===== src/sv/rba_pkg.sv =====
package rba_pkg;

	localparam int unsigned UNIT_SHIFT = 4;
	localparam int unsigned UNIT_BYTES = 16;
	localparam logic [3:0] UNIT_MASK = 4'(UNIT_BYTES - 1);

	typedef enum logic {
		OP_ASSIGN = 1'b0,
		OP_ADD    = 1'b1
	} op_t;

	typedef enum logic [1:0] {
		STATUS_OK      = 2'd0,
		STATUS_NO_FIT  = 2'd1,
		STATUS_NO_SLOT = 2'd2
	} status_t;

	typedef struct packed {
		op_t         op;
		logic [11:0] request_size;
		logic        is_temp;
		logic [15:0] region_segment;
		logic [15:0] region_offset;
		logic [15:0] region_bytes;
	} in_item_t;

	typedef struct packed {
		logic [15:0] grant_segment;
		logic [15:0] total_left;
		status_t     status;
	} out_item_t;

	// One region slot: next free unit (0 = empty slot) and units left.
	typedef struct packed {
		logic [15:0] next;
		logic [15:0] left;
	} entry_t;

endpackage


===== src/sv/rba_in_if.sv =====
interface rba_in_if;
	logic               valid;
	logic               ready;
	rba_pkg::in_item_t  data;

	modport source (output valid, output data, input ready);
	modport sink (input valid, input data, output ready);
endinterface


===== src/sv/rba_out_if.sv =====
interface rba_out_if;
	logic               valid;
	logic               ready;
	rba_pkg::out_item_t data;

	modport source (output valid, output data, input ready);
	modport sink (input valid, input data, output ready);
endinterface


===== src/sv/rba_ram.sv =====
module rba_ram #(
	parameter int unsigned WIDTH = 32,
	parameter int unsigned DEPTH = 7
) (
	input  logic                                  clk,
	input  logic                                  we,
	input  logic [(DEPTH > 1 ? $clog2(DEPTH) : 1)-1:0] waddr,
	input  logic [WIDTH-1:0]                      wdata,
	input  logic [(DEPTH > 1 ? $clog2(DEPTH) : 1)-1:0] raddr,
	output logic [WIDTH-1:0]                      rdata
);

	logic [WIDTH-1:0] mem [DEPTH];

	always_ff @(posedge clk) begin
		if (we) begin
			mem[waddr] <= wdata;
		end
		rdata <= mem[raddr];
	end

endmodule


===== src/sv/region_bump_allocator.sv =====
// First-fit bump allocator over REGIONS memory regions with one checkpoint.
// Each beat on item is either an add (fill the first empty slot with a region
// aligned up to a 16-byte unit) or an assign (carve request_size units off the
// first region that fits). Every item yields exactly one beat on result with
// the granted segment (0 when none), the total free units and a status code.
// The first successful temporary assign checkpoints all regions; the next
// non-temporary assign rolls back to that checkpoint before it is served.
// Region state and checkpoint live in two RAMs with a registered read, so work
// goes one slot per cycle: the item is accepted, the first read is issued,
// then slots are read in order up to the hit, or through every slot on a miss;
// an assign hit adds a bump step, and the result register is then loaded. A
// rollback copy or a checkpoint copy adds a pass over every slot. An item is
// held in S_RESP only while the previous result beat still waits downstream.
// One item is in flight at a time; a new item is taken while the previous
// result beat still waits downstream.
// No clearing pass: a valid bit per live slot makes a slot never written since
// reset read as empty, and the checkpoint is always copied whole before use.
module region_bump_allocator #(
	parameter int unsigned REGIONS = 7
) (
	input  logic     clk,
	input  logic     arst_n,
	rba_in_if.sink   item,
	rba_out_if.source result
);

	localparam int unsigned IDX_W = (REGIONS > 1) ? $clog2(REGIONS) : 1;
	localparam int unsigned CNT_W = $clog2(REGIONS + 1);
	localparam int unsigned ENT_W = $bits(rba_pkg::entry_t);

	typedef enum logic [2:0] {
		S_IDLE,
		S_RESTORE,
		S_SCAN,
		S_TAKE,
		S_BUMP,
		S_RESP
	} state_t;

	state_t              state_q;
	rba_pkg::in_item_t   item_q;
	logic [CNT_W-1:0]    cnt_q;
	logic                rd_vld_s1;
	logic [IDX_W-1:0]    rd_idx_s1;
	logic [IDX_W-1:0]    hit_idx_q;
	rba_pkg::entry_t     hit_q;
	logic [15:0]         total_free_q;
	logic [15:0]         saved_total_q;
	logic                temp_active_q;
	logic                written_q [REGIONS];
	rba_pkg::out_item_t  res_q;
	logic                out_vld_q;
	rba_pkg::out_item_t  out_q;

	// RAM ports
	logic                live_we, snap_we;
	logic [IDX_W-1:0]    live_waddr, snap_waddr, rd_addr;
	logic [ENT_W-1:0]    live_wdata, snap_wdata, live_rdata_raw, snap_rdata_raw;
	rba_pkg::entry_t     live_rdata, snap_rdata;

	logic                issue_done;
	logic                slot_hit;
	logic                out_load;
	logic [15:0]         req_ext;
	logic [15:0]         add_start, add_len;
	logic [3:0]          add_rem;
	logic [12:0]         add_ceil;
	logic [15:0]         add_units;
	rba_pkg::entry_t     add_entry, bump_entry;

	assign rd_addr    = cnt_q[IDX_W-1:0];
	assign issue_done = (cnt_q == CNT_W'(REGIONS));
	assign req_ext    = {4'd0, item_q.request_size};

	// A slot never written since reset reads as empty.
	assign live_rdata = written_q[rd_idx_s1] ? rba_pkg::entry_t'(live_rdata_raw) : '0;
	assign snap_rdata = rba_pkg::entry_t'(snap_rdata_raw);

	// Add: round the start up to a unit, trim the length by the offset remainder.
	// The rounded unit count reaches 0x1000 for offsets near the top, so keep 13 bits.
	assign add_rem   = item_q.region_offset[3:0] & rba_pkg::UNIT_MASK;
	assign add_ceil  = {1'b0, item_q.region_offset[15:rba_pkg::UNIT_SHIFT]} +
	                   13'(add_rem != 4'd0);
	assign add_start = item_q.region_segment + {3'd0, add_ceil};
	assign add_len   = (item_q.region_bytes >= {12'd0, add_rem}) ?
	                   (item_q.region_bytes - {12'd0, add_rem}) : 16'd0;
	assign add_units = add_len >> rba_pkg::UNIT_SHIFT;
	assign add_entry = '{next: add_start, left: add_units};

	assign bump_entry = '{next: hit_q.next + req_ext, left: hit_q.left - req_ext};

	always_comb begin
		if (item_q.op == rba_pkg::OP_ADD) begin
			slot_hit = (live_rdata.next == 16'd0);
		end else begin
			slot_hit = (live_rdata.next != 16'd0) && (live_rdata.left >= req_ext);
		end
	end

	always_comb begin
		live_we    = 1'b0;
		live_waddr = rd_idx_s1;
		live_wdata = snap_rdata_raw;
		snap_we    = 1'b0;
		snap_waddr = rd_idx_s1;
		snap_wdata = live_rdata;
		case (state_q)
			S_RESTORE: begin
				live_we = rd_vld_s1;
			end
			S_TAKE: begin
				snap_we = rd_vld_s1;
			end
			S_SCAN: begin
				// write the new region in the cycle the empty slot is found
				live_we    = rd_vld_s1 && slot_hit && (item_q.op == rba_pkg::OP_ADD);
				live_wdata = add_entry;
			end
			S_BUMP: begin
				live_we    = 1'b1;
				live_waddr = hit_idx_q;
				live_wdata = bump_entry;
			end
			default: begin
			end
		endcase
	end

	rba_ram #(.WIDTH(ENT_W), .DEPTH(REGIONS)) u_live_ram (
		.clk   (clk),
		.we    (live_we),
		.waddr (live_waddr),
		.wdata (live_wdata),
		.raddr (rd_addr),
		.rdata (live_rdata_raw)
	);

	rba_ram #(.WIDTH(ENT_W), .DEPTH(REGIONS)) u_snap_ram (
		.clk   (clk),
		.we    (snap_we),
		.waddr (snap_waddr),
		.wdata (snap_wdata),
		.raddr (rd_addr),
		.rdata (snap_rdata_raw)
	);

	assign item.ready  = (state_q == S_IDLE);
	assign result.valid = out_vld_q;
	assign result.data  = out_q;

	// load the result register once it is empty or its beat leaves this cycle
	assign out_load = (state_q == S_RESP) && (!out_vld_q || result.ready);

	// Track which live slots hold data; a restore writes every slot from a
	// checkpoint that was copied whole, so it leaves all slots marked.
	always_ff @(posedge clk or negedge arst_n) begin
		if (!arst_n) begin
			for (int k = 0; k < REGIONS; k++) begin
				written_q[k] <= 1'b0;
			end
		end else if (live_we) begin
			written_q[live_waddr] <= 1'b1;
		end
	end

	always_ff @(posedge clk or negedge arst_n) begin
		if (!arst_n) begin
			state_q       <= S_IDLE;
			cnt_q         <= '0;
			rd_vld_s1     <= 1'b0;
			temp_active_q <= 1'b0;
			total_free_q  <= '0;
			out_vld_q     <= 1'b0;
		end else begin
			if (out_load) begin
				out_vld_q <= 1'b1;
				out_q     <= res_q;
			end else if (result.valid && result.ready) begin
				out_vld_q <= 1'b0;
			end
			case (state_q)
				S_IDLE: begin
					cnt_q     <= '0;
					rd_vld_s1 <= 1'b0;
					if (item.valid) begin
						item_q <= item.data;
						if (item.data.op == rba_pkg::OP_ASSIGN && !item.data.is_temp &&
						    temp_active_q) begin
							// roll back to the checkpoint first
							temp_active_q <= 1'b0;
							total_free_q  <= saved_total_q;
							state_q       <= S_RESTORE;
						end else begin
							state_q <= S_SCAN;
						end
					end
				end
				S_RESTORE, S_TAKE: begin
					if (!rd_vld_s1 && issue_done) begin
						cnt_q   <= '0;
						state_q <= (state_q == S_RESTORE) ? S_SCAN : S_BUMP;
					end else begin
						rd_vld_s1 <= !issue_done;
						rd_idx_s1 <= rd_addr;
						if (!issue_done) begin
							cnt_q <= cnt_q + CNT_W'(1);
						end
					end
				end
				S_SCAN: begin
					if (rd_vld_s1 && slot_hit) begin
						rd_vld_s1 <= 1'b0;
						hit_idx_q <= rd_idx_s1;
						hit_q     <= live_rdata;
						if (item_q.op == rba_pkg::OP_ADD) begin
							total_free_q <= total_free_q + add_units;
							res_q <= '{grant_segment: 16'd0,
							           total_left: total_free_q + add_units,
							           status: rba_pkg::STATUS_OK};
							state_q <= S_RESP;
						end else if (item_q.is_temp && !temp_active_q) begin
							// checkpoint before the bump lands
							temp_active_q <= 1'b1;
							saved_total_q <= total_free_q;
							cnt_q         <= '0;
							state_q       <= S_TAKE;
						end else begin
							state_q <= S_BUMP;
						end
					end else if (!rd_vld_s1 && issue_done) begin
						res_q <= '{grant_segment: 16'd0,
						           total_left: total_free_q,
						           status: (item_q.op == rba_pkg::OP_ADD) ?
						                   rba_pkg::STATUS_NO_SLOT : rba_pkg::STATUS_NO_FIT};
						state_q <= S_RESP;
					end else begin
						rd_vld_s1 <= !issue_done;
						rd_idx_s1 <= rd_addr;
						if (!issue_done) begin
							cnt_q <= cnt_q + CNT_W'(1);
						end
					end
				end
				S_BUMP: begin
					total_free_q <= total_free_q - req_ext;
					res_q <= '{grant_segment: hit_q.next,
					           total_left: total_free_q - req_ext,
					           status: rba_pkg::STATUS_OK};
					state_q <= S_RESP;
				end
				S_RESP: begin
					// hold until the output register is free
					if (out_load) begin
						state_q <= S_IDLE;
					end
				end
				default: begin
					state_q <= S_IDLE;
				end
			endcase
		end
	end

endmodule

===== src/flat_wrapper.sv =====
// flat-port wrapper written by rule: the top's interface ports become plain ports
module region_bump_allocator_flat 
#(
	parameter int unsigned REGIONS = 7
)
  (clk, arst_n, item_valid, item_data, item_ready, result_valid, result_data, result_ready);
  rba_in_if item_i ();
  rba_out_if result_i ();
  input  logic clk;
  input  logic arst_n;
  input wire logic [$bits(item_i.valid)-1:0] item_valid;
  input wire logic [$bits(item_i.data)-1:0] item_data;
  output wire logic [$bits(item_i.ready)-1:0] item_ready;
  output wire logic [$bits(result_i.valid)-1:0] result_valid;
  output wire logic [$bits(result_i.data)-1:0] result_data;
  input wire logic [$bits(result_i.ready)-1:0] result_ready;
  assign item_i.valid = item_valid;
  assign item_i.data = item_data;
  assign item_ready = item_i.ready;
  assign result_valid = result_i.valid;
  assign result_data = result_i.data;
  assign result_i.ready = result_ready;
  region_bump_allocator #(.REGIONS(REGIONS)) u_core (.clk(clk), .arst_n(arst_n), .item(item_i), .result(result_i));
endmodule

===== config.mk =====
export PLATFORM = sky130hd
export DESIGN_NAME = region_bump_allocator_flat
export DESIGN_NICKNAME = d
export VERILOG_FILES = /design/src/sv/rba_pkg.sv /design/src/sv/rba_in_if.sv /design/src/sv/rba_out_if.sv /design/src/sv/rba_ram.sv /design/src/sv/region_bump_allocator.sv /design/src/flat_wrapper.sv
export SDC_FILE = /design/constraint.sdc
export NUM_CORES = 1
export LEC_CHECK = 0
export ABC_AREA = 1
export BUFFER_PORTS_ARGS = -buffer_cell sky130_fd_sc_hd__buf_2
export CAP_MARGIN = 20
export CORE_MARGIN = 2
export CORE_UTILIZATION = 62
export DETAILED_ROUTE_END_ITERATION = 6
export PLACE_DENSITY = 0.8
export SYNTH_ARGS = -nofsm -noshare
export SYNTH_HDL_FRONTEND = slang
export SYNTH_SLANG_ARGS = --single-unit

===== constraint.sdc =====
create_clock -name clk -period 6.6 [get_ports clk]
set_clock_uncertainty 0.15 [all_clocks]
set_input_delay 1.32 -clock clk [delete_from_list [all_inputs] [get_ports clk]]
set_output_delay 1.32 -clock clk [all_outputs]
set_load 0.01 [all_outputs]

==> flow_summary.yaml, run 1 <==
run_status:
  outcome: "finished clean"
grt:
  grt_first_pass_wirelength_um: 119000
  antenna_found_initial: 2
  grt_usage_pct: 30.7
  grt_overflow: 0
  grt_pass1_vias: 21219
  grt_max_degree: 93
logic_synthesis:
  ys.flop_type: "edfxtp_1"
  yosys_register_bits: 728
  syn_area_um2: 31000
  synth_edf_count: 632
  synthTopCellsByArea: "edfxtp_1, nand2_1, o21ai_0"
  yosysTopAreaCellShare_pct: 61.2
  ys_types: 49
  ys_warn_count: 0
  seq_area_frac_synth_pct: 68.0
  syn_nets: 2933
  yosysTopAreaCell: "edfxtp_1"
  synth_async_sr_flop_share_pct: 4.40
  syn_area_per_cell_um2: 11.1
  synth_cells: 2785
clock_network:
  cts_root_buffer: "clkbuf_16"
  cts_resized: 0
  clock_sinks: 728
  cts_buffers: 74
  clkLatencyLatePin_ns: 0.63
  htree_levels: 3
  cts_tree: "yes"
  cts_hold_buffers: 0
  clk_pin_slew_ns: 0.06
  postCtsSetupRepairBufs: 0
  cts_buffer_depth: 3
placement:
  post-dp-hpwl_um: 48700
  gp_congestion: 0.999
  dpl-instance-area_um2: 32200
  pre_cts_ws_ns: 1.64
  io_buffers: 101
  place_inst: 3469
floorplanning:
  die_x_um: 228
  core-area_um2: 49200
  die_area_um2: 51800
  rows: 81
  die_y_um: 228
  start_util_pct: 63.0
  io_pins: 102
route:
  routed_wl_um: 78000
  route.vias.total: 21771
  drt_iter0_drc: 2479
  wl_per_cell_um: 21.6
  first_pass_iters: 6
  ant_nets: 0
  viasPerCell: 6.03
  drc: 0
sta:
  worst_pin_slew_ns: 1.06
  setup_ws_ns: 1.46
  setup_viol: 0
  holdWs_ns: 0.268
  max_slew_margin_pct: 28.3
  fin_tns_setup_ns: 0
  hold_viol: 0
  drv_slew: 0
  fmax_ghz: 0.195
  post-route-period-util_pct: 77.9
  rsz0062_at_grt: "false"
  min_period_ns: 5.14
cells_and_area:
  drive_gt1_share_pct: 10.1
  layout_commonest_cell: "edfxtp_1"
  multiInputGateArea_um2: 8760
  areaGrowthSynthToFinish_pct: 12.1
  finalNetCount: 3029
  stdcell_area_um2: 34700
  layout_common_cells: "edfxtp_1, nand2_1, o21ai_0"
  num-fill-cells: 3240
  stdcell_count: 3608
  regArea_um2: 21100
worst_setup_path:
  worstPathMaxFanout: 35
  critical_path_arrival_ns: 5.24
  required_ns: 6.71
  path_class: "reg -> reg"
  endpoint_kind: "register"
  critPathLaunchType: "register"
power:
  p_per_area_nw_per_um2: 462
  leakage_nw: 13.6
  ir_drop_uv: 284
run:
  cap_viol_max_count: 0
min_path:
  hp-class: "reg -> reg"
==> metal layers <==
metal,global-route usage [%],up-vias,share of wire [%]
met3,4.39,206,8.1
met1,40.2,10453,38
li1,-,9958,-
met2,51.4,1154,49
met4,14.2,0,4.6
met5,0,-,0
==> cell usage after synthesis (2+ instances only) <==
cell type    n
o21bai_1     2
buf_6        3
o21ai_1      5
o2111ai_1    3
xor2_1      10
inv_1      202
nor3_1      20
a21boi_0     4
clkbuf_1    85
nand4_1     26
nand2_2      5
a21oi_1    236
nand3b_1     5
o22ai_1     64
a21o_1       4
o21ai_2      2
buf_2        7
nand2_1    566
or2_2       10
buf_1       22
o21ai_0    270
nor2_2       2
dfxtp_1     64
o221ai_1     3
o21a_1       4
nor4_1      10
dfrtp_1     32
edfxtp_1   632
a31oi_1      3
o31ai_1      3
clkinv_1     2
nand2_4      2
ha_1        76
o211ai_1    11
inv_2        2
xnor2_1      6
fa_1         6
nor2_1     266
nand3_1    100
==> cell type report <==
class                   instances  area share [%]
well taps                     664            2.39
inverters                     207            2.25
diodes                          2          0.0144
flip-flops and latches        728            60.6
multi-input cells            1732            25.2
clock inverters                32            1.39
clock buffers                 105            5.87
repair buffers                138            2.25
==> per-stage QoR <==
step / power [mW] / util, %
5_1_grt: 16.8 / 70.7
4_1_cts: 16.0 / 70.7
2_1_floorplan: 9.98 / -
3_5_place_dp: 11.7 / 65.6
6_report: 16.0 / 70.7
3_3_place_gp: 11.5 / 65.6
==> path summary, 6_finish.rpt <==
kind	startpoint	to	slack, ns	depth (start not counted)
max in group asynchronous	arst_n	u_core.cnt_q[0]$_DFFE_PN0P_	5.29	2
setup reg to reg	u_core.rd_idx_s1[0]$_DFFE_PP_	u_core.res_q[14]$_DFFE_PP_	1.46	27
hold / removal	u_core.res_q[28]$_SDFFCE_PN0P_	u_core.result.data[28]$_DFFE_PP_	0.27	0
setup / recovery	u_core.rd_idx_s1[0]$_DFFE_PP_	u_core.res_q[14]$_DFFE_PP_	1.46	27
min in group asynchronous	arst_n	u_core.total_free_q[7]$_DFFE_PN0P_	0.61	2
hold reg to reg	u_core.res_q[28]$_SDFFCE_PN0P_	u_core.result.data[28]$_DFFE_PP_	0.27	0
==> critical path: stages (launching register included) <==
cell	delay (ns)
edfxtp_1	0.58
inv_4	0.20
nand2_2	0.05
nand2_1	0.06
nand2_1	0.05
nand2_1	0.07
nand2_1	0.05
nand2_2	0.28
inv_1	0.30
buf_4	0.29
nor2_1	0.45
ha_1	0.33
nand2_1	0.06
inv_1	0.03
nand2_1	0.05
nand2_1	0.06
nand2_1	0.07
nand2_1	0.06
nand2_1	0.06
nand2_1	0.04
nand2_1	0.05
nand2_1	0.08
nand2_1	0.11
nand2_2	0.10
nand2_4	0.35
nor2_1	0.11
nor3_2	0.17
buf_4	0.47
==> where the power goes <==
group / internal (mW) / switching, mW
combinational: 1.27 / 3.62
sequential: 6.41 / 0.428
clock: 2.54 / 1.76
total: 10.2 / 5.82
==> cell families after synthesis <==
family | synth area share [%]
simple gates | 13.4
flops | 68.0
compound gates | 10.7
buf+inv | 4.08
fa+ha+maj | 3.46
xor+xnor | 0.452
==> sequential cells by signal, indices dropped and copies added, names as in the netlist, 3 cells and up <==
register                 cells
u_core.hit_idx_q             3
u_core.state_q               3
u_core.u_snap_ram.mem      224
u_core.u_live_ram.mem      224
u_core.cnt_q                 3
u_core.u_live_ram.rdata     32
u_core.hit_q                32
u_core.add_rem               4
u_core.res_q                34
u_core.saved_total_q        16
u_core.rd_idx_s1             3
u_core.u_snap_ram.rdata     32
u_core.item_q               58
u_core.result.data          34
u_core.written_q             7
u_core.total_free_q         16
Note: power is estimated with default switching activity, not from simulation.
==> run 2: changes to the inputs <==
--- a/config.mk
+++ b/config.mk
@@ -9,9 +9,9 @@
 export BUFFER_PORTS_ARGS = -buffer_cell sky130_fd_sc_hd__buf_2
 export CAP_MARGIN = 20
 export CORE_MARGIN = 2
-export CORE_UTILIZATION = 62
+export CORE_UTILIZATION = 56
 export DETAILED_ROUTE_END_ITERATION = 6
-export PLACE_DENSITY = 0.8
+export PLACE_DENSITY = 0.76
 export SYNTH_ARGS = -nofsm -noshare
 export SYNTH_HDL_FRONTEND = slang
 export SYNTH_SLANG_ARGS = --single-unit
==> constraint.sdc (replaced) <==
create_clock -name clk -period 4.1 [get_ports clk]
set_clock_uncertainty 0.15 [all_clocks]
set_input_delay 0.82 -clock clk [delete_from_list [all_inputs] [get_ports clk]]
set_output_delay 0.82 -clock clk [all_outputs]
set_load 0.01 [all_outputs]
==> run 2 against run 1 <==
  * Worst setup slack got worse by 1.3 ns
  * Hold slack got worse by 0.22 ns
  * Routed wire length is 4.1% higher
  * Via count grew 2.4%
  * Critical path type unchanged
  * Total power grew 66%
  * Non-clock buffer count increased by 52
==> flow_summary.yaml, run 2 (synthesis gave the netlist of run 1 again) <==
floorplanning:
  die_x_um: 239
  core-area_um2: 54900
  start_util_pct: 56.5
  rows: 86
  die_y_um: 239
  io_pins: 102
  die_area_um2: 57200
cells_and_area:
  top_regs: "u_core.u_live_ram.mem: 224 flops, u_core.u_snap_ram.mem: 224 flops, u_core.item_q: 58 flops"
  layout_common_cells: "edfxtp_1, nand2_1, o21ai_0"
  finalNetCount: 3081
  drive_gt1_share_pct: 13.7
  areaGrowthSynthToFinish_pct: 15.4
  layout_commonest_cell: "edfxtp_1"
sta:
  post-route-period-util_pct: 96.8
  setup_viol: 0
  holdWs_ns: 0.0444
  max_slew_margin_pct: 29.2
  fmax_ghz: 0.252
  drv_slew: 0
  worst_pin_slew_ns: 1.06
  rsz0062_at_grt: "true"
  min_period_ns: 3.97
  setup_ws_ns: 0.133
  hold_viol: 0
worst_setup_path:
  critPathMostFrequentCell: "nand2_2"
  path_depth: 27
  cpMaxStageDelayCell: "edfxtp_1"
  worstPathMaxFanout: 7
  r2r_slack_ns: 0.13
  crit-reg2reg-launch: "u_core.add_rem[1]$_DFFE_PP_"
  required_ns: 4.50
  critical_path_arrival_ns: 4.37
  r2r-end: "u_core.total_free_q[13]$_DFFE_PN0P_"
  cpLargestDelayFamily: "simple AND/OR/NAND/NOR gates"
  max_stage_delay_ns: 0.40
  critPathLaunchType: "register"
  path_class: "reg -> reg"
  path_buf_inv: 5
  r2r_cells: 27
  endpoint_kind: "register"
route:
  viasPerCell: 6.03
  drc: 0
  route.vias.total: 22289
  first_pass_iters: 6
  drt_iter0_drc: 2435
  routed_wl_um: 81200
  ant_nets: 0
  wl_per_cell_um: 22.0
power:
  p_per_area_nw_per_um2: 743
  leakage_nw: 14.0
  ir_drop_uv: 540
clock_network:
  cts_root_buffer: "clkbuf_16"
  htree_levels: 3
  cts_hold_buffers: 0
  cts_tree: "yes"
  clk_pin_slew_ns: 0.06
  clkLatencyLatePin_ns: 0.62
  clock_sinks: 728
  cts_buffers: 73
  cts_buffer_depth: 3
run:
  cap_viol_max_count: 0
min_path:
  hp-class: "in -> async"
grt:
  grt_usage_pct: 28.2
  grt_overflow: 0
  antenna_found_initial: 2
  grt_pass1_vias: 21456
  grt_max_degree: 169
  grt_first_pass_wirelength_um: 122000
placement:
  gp_congestion: 0.958
  io_buffers: 101
  post-dp-hpwl_um: 50000
  pre_cts_ws_ns: -0.156
run_status:
  outcome: "finished clean"
==> run 2: cell type report <==
class | instances | area (um2)
Sequential cell | 728 | 21100
Fill cell | 3982 | 19100
Multi-Input combinational cell | 1733 | 9140
Clock buffer | 99 | 2000
Timing Repair Buffer | 190 | 1420
Tap cell | 704 | 881
Inverter | 207 | 787
Clock inverter | 35 | 483
Antenna cell | 1 | 2.50
==> run 2: worst max path at each step <==
stage	startpoint	to	slack, ns
global placement	u_core.add_rem[1]$_DFFE_PP_	u_core.total_free_q[14]$_DFFE_PN0P_	-0.06
floorplan	u_core.state_q[2]$_DFFE_PN0P_	u_core.u_snap_ram.mem[0][0]$_DFFE_PP_	-0.50
finish	u_core.add_rem[1]$_DFFE_PP_	u_core.total_free_q[13]$_DFFE_PN0P_	0.13
global route	u_core.add_rem[1]$_DFFE_PP_	u_core.total_free_q[13]$_DFFE_PN0P_	-0.16
detailed placement	u_core.add_rem[1]$_DFFE_PP_	u_core.total_free_q[14]$_DFFE_PN0P_	-0.16
CTS	u_core.add_rem[1]$_DFFE_PP_	u_core.res_q[11]$_DFFE_PP_	0.0009
==> run 2: layer usage <==
metal	routed length, um	share of wire, %	track usage, %	vias to the layer above
met2	39900	49	47.6	1193
li1	-	-	-	10102
met3	6920	8.5	4.36	227
met5	0	0	0	-
met4	3840	4.7	13.0	0
met1	30500	38	36.0	10767
==> run 2: timing repair <==
action / CTS / global route
endpoints found under the setup margin: 13 / 332
resized for setup: 6 / 76
pin swaps: 0 / 34
hold endpoints to repair: 0 / 0
setup buffers: 0 / 23
gates cloned: 0 / 3
==> run 2: report_power, final <==
part	leakage [nW]	total (mW)	internal, mW	switching (mW)
clock network	1.21	6.89	4.08	2.81
logic	6.07	8.78	2.59	6.19
registers	6.68	10.9	10.3	0.622
==> run 2: metrics by stage <==
step | total power, mW | area (um2) | util (%) | std cells | TNS, ns
after floorplan | 16.1 | 31100 | - | 2785 | -111.77
after global placement | 18.9 | 32700 | 59.6 | 3536 | -0.182
after detailed placement | 19.1 | 32700 | 59.6 | 3536 | -0.651
after CTS | 26.1 | 35200 | 64.1 | 3670 | 0
after global routing | 27.8 | 35800 | 65.2 | 3697 | -1.37
final | 26.6 | 35800 | 65.2 | 3697 | 0
==> run 2: worst reg2reg max path, stage by stage, from the launching register on <==
cell      delay [ns]
edfxtp_1        0.40
inv_2           0.09
ha_4            0.20
inv_1           0.05
nor2_1          0.04
o21ai_1         0.17
nand3_1         0.14
nor2_2          0.16
nand2_2         0.09
nor2_4          0.13
nand2_2         0.07
nor2_2          0.13
nand4_1         0.14
inv_2           0.18
a21oi_1         0.10
ha_1            0.38
a21oi_2         0.19
nand2_2         0.11
a21boi_4        0.17
buf_6           0.12
inv_1           0.05
nand3_2         0.08
nand2_2         0.07
nand2_2         0.07
nand2_2         0.06
o211ai_1        0.16
nand4_1         0.10
nand2_1         0.08
